==> src/hdl/sam_pkg.sv <==
// ----------------------------------------------------------------------------
// sam_pkg
// Types, constants and mask helper for the subnet ACL match block.
// ----------------------------------------------------------------------------
package sam_pkg;

  localparam int TABLE_ENTRIES = 16;
  localparam int CntW          = $clog2(TABLE_ENTRIES + 1);
  localparam int IdxW          = (TABLE_ENTRIES > 1) ? $clog2(TABLE_ENTRIES) : 1;

  localparam int AddrW  = 128;
  localparam int HalfW  = 64;
  localparam int V4W    = 32;
  localparam int PrefW  = 8;

  localparam logic [PrefW-1:0] V4_MAX_PREFIX = 8'd32;
  localparam logic [PrefW-1:0] V6_MAX_PREFIX = 8'd128;

  localparam logic FUNC_INSERT = 1'b0;
  localparam logic FUNC_LOOKUP = 1'b1;

  typedef enum logic [1:0] {
    ST_OK       = 2'd0,
    ST_PREFIX   = 2'd1,
    ST_HOSTBITS = 2'd2,
    ST_FULL     = 2'd3
  } status_e;

  typedef struct packed {
    logic              family;
    logic [PrefW-1:0]  prefix;
    logic [AddrW-1:0]  addr;
  } entry_t;

  localparam int EntryW = $bits(entry_t);

  // Leading-ones mask over the 128-bit key; IPv4 keys live in bits 31..0.
  function automatic logic [AddrW-1:0] prefix_mask(input logic [PrefW-1:0] plen,
                                                   input logic             v6);
    logic [AddrW-1:0] m;
    for (int b = 0; b < AddrW; b++) begin
      if (v6) begin
        m[b] = (PrefW'(AddrW - 1 - b) < plen);
      end else if (b < V4W) begin
        m[b] = (PrefW'(V4W - 1 - b) < plen);
      end else begin
        m[b] = 1'b0;
      end
    end
    return m;
  endfunction

endpackage

==> src/hdl/sam_ram.sv <==
// ----------------------------------------------------------------------------
// sam_ram
// Generic single-write, single-read RAM with registered read data.
// ----------------------------------------------------------------------------
module sam_ram #(
  parameter int Width = 8,
  parameter int Depth = 16
) (
  input  logic                                     clk_i,
  input  logic                                     we_i,
  input  logic [((Depth > 1) ? $clog2(Depth) : 1)-1:0] waddr_i,
  input  logic [Width-1:0]                         wdata_i,
  input  logic [((Depth > 1) ? $clog2(Depth) : 1)-1:0] raddr_i,
  output logic [Width-1:0]                         rdata_o
);

  logic [Width-1:0] mem_q [Depth];
  logic [Width-1:0] rdata_q;

  always_ff @(posedge clk_i) begin
    if (we_i) begin
      mem_q[waddr_i] <= wdata_i;
    end
    rdata_q <= mem_q[raddr_i];
  end

  assign rdata_o = rdata_q;

endmodule

==> src/hdl/subnet_acl_match.sv <==
// ----------------------------------------------------------------------------
// subnet_acl_match
// IPv4/IPv6 subnet table: insert checked entries, look up host addresses.
// ----------------------------------------------------------------------------
// channel | direction | handshake              | word
// in      | sink      | in_valid_i/in_ready_o  | func, is_v6, addr_hi, addr_lo, prefix_len
// out     | source    | out_valid_o/out_ready_i| status, allowed
//
// Insert: the entry is checked and written to the table in S_INSERT, which also registers the result.
// Lookup: every stored entry is read and compared; the table RAM read port
//   delivers one entry per cycle to the single mask-and-compare unit.
// Reset empties the table at once through the entry count; no clearing pass.
// A result waiting on out_ready_i holds the next item's completion.
// ----------------------------------------------------------------------------
module subnet_acl_match (
  input  logic                       clk_i,
  input  logic                       rst_ni,
  input  logic                       in_valid_i,
  output logic                       in_ready_o,
  input  logic                       func_i,
  input  logic                       is_v6_i,
  input  logic [sam_pkg::HalfW-1:0]  addr_hi_i,
  input  logic [sam_pkg::HalfW-1:0]  addr_lo_i,
  input  logic [sam_pkg::PrefW-1:0]  prefix_len_i,
  output logic                       out_valid_o,
  input  logic                       out_ready_i,
  output logic [1:0]                 status_o,
  output logic                       allowed_o
);

  import sam_pkg::*;

  typedef enum logic [2:0] {
    S_IDLE   = 3'b001,
    S_INSERT = 3'b010,
    S_SCAN   = 3'b100
  } state_e;

  state_e            state_q, state_d;
  logic [CntW-1:0]   count_q, count_d;
  logic [CntW-1:0]   idx_q, idx_d;
  logic              pend_q, pend_d;
  logic              hit_q, hit_d;
  logic              out_valid_q, out_valid_d;
  status_e           status_q, status_d;
  logic              allowed_q, allowed_d;

  logic              v6_q;
  logic [AddrW-1:0]  key_q;
  logic [PrefW-1:0]  prefix_q;

  logic              accept;
  logic              slot_free;
  logic              issue;
  logic              we;
  entry_t            wr_entry;
  entry_t            rd_entry;
  logic [EntryW-1:0] rdata;
  logic [PrefW-1:0]  mask_len;
  logic [AddrW-1:0]  mask;
  logic              match;
  status_e           ins_status;

  assign accept    = in_valid_i && in_ready_o;
  assign slot_free = !out_valid_q || out_ready_i;
  assign issue     = (state_q == S_SCAN) && (idx_q < count_q);

  // shared mask unit: insert prefix or the prefix of the entry being compared
  assign rd_entry = entry_t'(rdata);
  assign mask_len = (state_q == S_INSERT) ? prefix_q : rd_entry.prefix;
  assign mask     = prefix_mask(mask_len, v6_q);
  assign match    = (rd_entry.family == v6_q) && ((key_q & mask) == rd_entry.addr);

  always_comb begin
    ins_status = ST_OK;
    if (v6_q ? (prefix_q > V6_MAX_PREFIX) : (prefix_q > V4_MAX_PREFIX)) begin
      ins_status = ST_PREFIX;
    end else if (!v6_q && ((key_q & ~mask) != '0)) begin
      ins_status = ST_HOSTBITS;
    end else if (count_q >= CntW'(TABLE_ENTRIES)) begin
      ins_status = ST_FULL;
    end
  end

  assign we       = (state_q == S_INSERT) && slot_free && (ins_status == ST_OK);
  assign wr_entry = '{family: v6_q, prefix: prefix_q, addr: key_q & mask};

  sam_ram #(
    .Width (EntryW),
    .Depth (TABLE_ENTRIES)
  ) u_table (
    .clk_i   (clk_i),
    .we_i    (we),
    .waddr_i (count_q[IdxW-1:0]),
    .wdata_i (wr_entry),
    .raddr_i (idx_q[IdxW-1:0]),
    .rdata_o (rdata)
  );

  always_comb begin
    state_d     = state_q;
    count_d     = count_q;
    idx_d       = idx_q;
    pend_d      = 1'b0;
    hit_d       = hit_q;
    out_valid_d = out_valid_q && !out_ready_i;
    status_d    = status_q;
    allowed_d   = allowed_q;
    case (state_q)
      S_IDLE: begin
        if (accept) begin
          idx_d   = '0;
          hit_d   = 1'b0;
          state_d = (func_i == FUNC_LOOKUP) ? S_SCAN : S_INSERT;
        end
      end
      S_INSERT: begin
        if (slot_free) begin
          out_valid_d = 1'b1;
          status_d    = ins_status;
          allowed_d   = 1'b0;
          if (we) begin
            count_d = count_q + 1'b1;
          end
          state_d = S_IDLE;
        end
      end
      S_SCAN: begin
        pend_d = issue;
        if (issue) begin
          idx_d = idx_q + 1'b1;
        end
        if (pend_q && match) begin
          hit_d = 1'b1;
        end
        if (!issue && !pend_q && slot_free) begin
          out_valid_d = 1'b1;
          status_d    = ST_OK;
          allowed_d   = hit_q;
          state_d     = S_IDLE;
        end
      end
      default: begin
        state_d = S_IDLE;
      end
    endcase
  end

  always_ff @(posedge clk_i or negedge rst_ni) begin
    if (!rst_ni) begin
      state_q     <= S_IDLE;
      count_q     <= '0;
      idx_q       <= '0;
      pend_q      <= 1'b0;
      hit_q       <= 1'b0;
      out_valid_q <= 1'b0;
      status_q    <= ST_OK;
      allowed_q   <= 1'b0;
    end else begin
      state_q     <= state_d;
      count_q     <= count_d;
      idx_q       <= idx_d;
      pend_q      <= pend_d;
      hit_q       <= hit_d;
      out_valid_q <= out_valid_d;
      status_q    <= status_d;
      allowed_q   <= allowed_d;
    end
  end

  always_ff @(posedge clk_i) begin
    if (accept) begin
      v6_q     <= is_v6_i;
      key_q    <= is_v6_i ? {addr_hi_i, addr_lo_i}
                          : {{(AddrW - V4W){1'b0}}, addr_lo_i[V4W-1:0]};
      prefix_q <= prefix_len_i;
    end
  end

  assign in_ready_o  = (state_q == S_IDLE);
  assign out_valid_o = out_valid_q;
  assign status_o    = status_q;
  assign allowed_o   = allowed_q;

endmodule

==> config.mk <==
export PLATFORM = sky130hd
export DESIGN_NAME = subnet_acl_match
export DESIGN_NICKNAME = d
export VERILOG_FILES = /design/src/hdl/sam_pkg.sv /design/src/hdl/sam_ram.sv /design/src/hdl/subnet_acl_match.sv
export SDC_FILE = /design/constraint.sdc
export NUM_CORES = 2
export LEC_CHECK = 0
export BUFFER_PORTS_ARGS = -buffer_cell sky130_fd_sc_hd__buf_2
export CAP_MARGIN = 20
export CELL_PAD_IN_SITES_DETAIL_PLACEMENT = 0
export CELL_PAD_IN_SITES_GLOBAL_PLACEMENT = 2
export CORE_ASPECT_RATIO = 1.4
export CORE_UTILIZATION = 54
export DETAILED_ROUTE_END_ITERATION = 8
export MAX_ROUTING_LAYER = met4
export PLACE_DENSITY = 0.94
export RECOVER_POWER = 50
export SKIP_CTS_REPAIR_TIMING = 1
export SLEW_MARGIN = 20
export SYNTH_ARGS = -nofsm -noshare
export SYNTH_HDL_FRONTEND = slang
export SYNTH_SLANG_ARGS = --single-unit
==> constraint.sdc <==
create_clock -name clk_i -period 39.4 [get_ports clk_i]
set_input_delay 5.91 -clock clk_i [delete_from_list [all_inputs] [get_ports clk_i]]
set_output_delay 5.91 -clock clk_i [all_outputs]
set_load 0.05 [all_outputs]
==> metrics.md <==
| Metric | Value |
|---|---|
| Count of final setup violators | 0 |
| Number of cells produced by synthesis | 4585 |
| Share of async-settable or async-resettable flops after synthesis | 0.765% |
| Vias per inst | 6.75 |
| Combined area of the multi-input logic cells | 22400 um2 |
| Headroom to the max-slew limit | -480% |
| CP Launch Type | register |
| Total track usage | 30.8% |
| Leak | 0.0337 uW |
| Syn_area_per_cell | 21.1 um2 |
| Starting density of the core | 54.5% |
| Violated checks | capacitance limit, slew limit |
| CTS tree | done |
| Hold violation count in the final report | 0 |
| Highest cell delay on the worst timing path | 6.26 ns |
| # fillers | 11900 |
| Ratio of final minimum period to clock period | 34.0% |
| Clock network latency to the later pin of the worst-skew pair | 0.87 ns |
| RSZ-0062 raised after global routing | no |
| Number of max-capacitance violations reported | 39 |
| Sequential-to-total area share from yosys stat | 75.6% |
| Fmax | 0.0746 GHz |
| Number of distinct library cell variants in the gate-level netlist after synthesis | 85 |
| Synth warnings | 0 |
| Number of antenna violations at the first check in global routing | 9 |
| Number of max-slew violations in the final report | 1310 |
| Worst hold-check path type | reg -> reg |
| Die outline height | 503 um |
| Global-route wire length before repair | 378 mm |
| Net count of the mapped netlist | 4736 |
| Via count of the first global-routing pass | 50000 |
| Number of nets at the end of the flow | 5024 |
| Number of synthesized flops with an enable pin | 2329 |
| Outcome | complete, but fails checks |
| Crit-path max FO | 106 |
| Global route total overflow | 0 |
| Clock-pin slew on the worst setup and hold paths | 0.07 ns |
| Number of sinks handled by clock tree synthesis | 2485 |
| Post-route DRC | 0 |
| Layout cells sized above 1 | 25.5% |
| DRT Pass-1 Iters | 9 |
| Number of H-tree levels | 4 |
| Final core utilization | 60.7% |
| Maximum VDD drop | 38.4 uV |
| Total Die Area | 181000 um2 |
| Most used flip-flop cell after synthesis | sky130_fd_sc_hd__edfxtp_1 |
| Post-Route Skew | 0.0532 ns |
| Netlist Area Pre-Place | 96800 um2 |
| Data arrival time of the worst path | 14.13 ns |
| Half-perimeter wire length after placement | 160 mm |
| Width of the chip | 360 um |
| Number of standard-cell rows in the floorplan | 183 |
| Tightest Pin Transition | 8.71 ns |
| Synth Register Bits | 2485 |
| GP Congestion | 1.04 |
| Maximum buffer depth of the clock tree | 3 |
| Count of buffers inserted at the top-level ports | 146 |
| IO Count | 147 |
| Highest-delay cell along the critical path | sky130_fd_sc_hd__clkbuf_1 |
| Cells traversed along the worst timing path | clkbuf_1 -> clkbuf_1 -> mux4_2 -> mux4_2 |
| Starting DRT DRC Count | 7099 |
| Power per standard cell area | 50.9 nW/um2 |
| CTS Root Buffer Type | sky130_fd_sc_hd__clkbuf_16 |
| Via total after detailed routing | 49900 |
| Post-route antenna net violation count | 0 |
| Growth of design area from synthesis to finish | 11.4% |
| Class of the most critical setup path | reg -> reg |
| Total wire length after detailed routing | 269 mm |
| Clock buffers created by TritonCTS | 215 |
| Placeable core region | 178000 um2 |
| Total negative setup slack | 0 ns |
| Required time of the critical path | 40.13 ns |
| WL per Instance | 36.4 um |
| Maximum number of pins on one net before global-route repair | 138 |
| Register area | 73200 um2 |
| Final critical delay including setup and external delays | 13.40 ns |
| Kind of capture point of the worst setup path | register |
[layout by cell type (no fill, tap or decap), drive strengths merged, types with 23 or more instances in the layout]
cell type and count:
a21oi 29, and2 127, buf 230, bufinv 23, clkbuf 365, clkinv 70
dfxtp 137, edfxtp 2329, inv 109, mux2i 29, mux4 685, nand2 111
nand3 64, nand4 26, nor2 122, nor3 68, nor4 34, o21ai 61
o22ai 42, xnor2 64, xor2 41
[through the flow]
stage / hold WS (ns) / setup WS [ns] / total power (uW) / area [um2] / cells
5_1_grt: 0.506 / 24.06 / 5620 / 108000 / 7380
6_report: 0.477 / 26.00 / 5490 / 108000 / 7383
2_1_floorplan: 0.437 / 18.96 / 3220 / 96800 / 4585
3_5_place_dp: 0.462 / 29.49 / 3370 / 101000 / 6968
4_1_cts: 0.476 / 30.35 / 5500 / 108000 / 7369
3_3_place_gp: 0.448 / 29.51 / 3360 / 101000 / 6968
[cells in the mapped netlist, types with 8 or more instances]
master | instances | area share (%)
sky130_fd_sc_hd__a211oi_1 | 12 | 0.093
sky130_fd_sc_hd__xor2_1 | 41 | 0.37
sky130_fd_sc_hd__nand2_1 | 110 | 0.43
sky130_fd_sc_hd__mux4_2 | 685 | 16
sky130_fd_sc_hd__buf_2 | 17 | 0.088
sky130_fd_sc_hd__o21ai_0 | 57 | 0.29
sky130_fd_sc_hd__nand3_1 | 64 | 0.33
sky130_fd_sc_hd__mux2_2 | 10 | 0.12
sky130_fd_sc_hd__clkbuf_1 | 159 | 0.62
sky130_fd_sc_hd__edfxtp_1 | 2329 | 72
sky130_fd_sc_hd__mux2i_1 | 21 | 0.22
sky130_fd_sc_hd__buf_1 | 52 | 0.20
sky130_fd_sc_hd__o211ai_1 | 17 | 0.13
sky130_fd_sc_hd__a22o_1 | 10 | 0.091
sky130_fd_sc_hd__and3_1 | 20 | 0.13
sky130_fd_sc_hd__a22oi_1 | 12 | 0.093
sky130_fd_sc_hd__ha_1 | 9 | 0.12
sky130_fd_sc_hd__dfrtp_1 | 18 | 0.47
sky130_fd_sc_hd__inv_1 | 99 | 0.38
sky130_fd_sc_hd__o22ai_1 | 42 | 0.27
sky130_fd_sc_hd__and2_1 | 127 | 0.82
sky130_fd_sc_hd__a21oi_1 | 29 | 0.15
sky130_fd_sc_hd__o2111ai_1 | 16 | 0.14
sky130_fd_sc_hd__nand4_1 | 26 | 0.17
sky130_fd_sc_hd__or2_2 | 8 | 0.052
sky130_fd_sc_hd__nor4_1 | 33 | 0.21
sky130_fd_sc_hd__a21boi_0 | 9 | 0.070
sky130_fd_sc_hd__dfxtp_1 | 137 | 2.8
sky130_fd_sc_hd__nor3b_1 | 8 | 0.062
sky130_fd_sc_hd__xnor2_1 | 64 | 0.58
sky130_fd_sc_hd__nor2_1 | 122 | 0.47
sky130_fd_sc_hd__nor3_1 | 68 | 0.35
[where the power goes]
part | switching (uW) | internal, uW | total, uW
Clock | 951 | 1210 | 2160
Combinational | 226 | 127 | 353
Sequential | 40.7 | 2940 | 2980
Total | 1220 | 4270 | 5490
[critical path: cells and delay by family (launching register included)]
kind                   cells  cell delay [ns]
DFF                        1             2.23
buffers and inverters      2             9.13
muxes                      2             1.63
[layer usage]
metal  vias up  track usage [%]  wire length (um)
li1      19600                -                 -
met1     26100             39.5             96200
met2      3476             48.0            130000
met3       638             7.41             30400
met4         0             12.2             12700
met5         -                -                 0
[flip-flops by register name (all words and copies together) (netlist names)]
register         cells
prefix_q             8
hit_q                1
u_table.rdata_o    137
key_q              128
u_table.mem_q     2192
allowed_o            1
state_q              3
out_valid_o          1
status_o             2
idx_q                5
count_q              5
v6_q                 1
pend_q               1
[cell families after synthesis]
family / after synthesis / share of synthesized area (%)
simple gates: 639 / 3.45
xor+xnor: 105 / 0.950
mux: 725 / 16.4
compound gates: 288 / 2.11
fa+ha+maj: 9 / 0.116
flops: 2485 / 75.6
buf+inv: 334 / 1.36
[path summary, 6_finish.rpt]
path	cells after the start	to	slack, ns	startpoint
setup reg to reg	4	u_table.rdata_o[63]	26.00	idx_q[0]
setup / recovery	4	u_table.rdata_o[63]	26.00	idx_q[0]
hold reg to reg	1	count_q[4]	0.48	count_q[4]
hold / removal	1	count_q[4]	0.48	count_q[4]
min in group asynchronous	1	count_q[2]	5.25	rst_ni
max in group asynchronous	1	idx_q[3]	33.33	rst_ni
[cell type report]
cell class | count | share of cell area [%]
clock inverter | 112 | 1.21
tap | 2312 | 2.68
clock buffer | 289 | 5.47
timing repair buffer | 306 | 1.59
antenna | 14 | 0.0325
sequential | 2485 | 67.9
inverter | 99 | 0.349
multi-input combinational | 1766 | 20.8
Note: power is estimated with default switching activity, not from simulation.
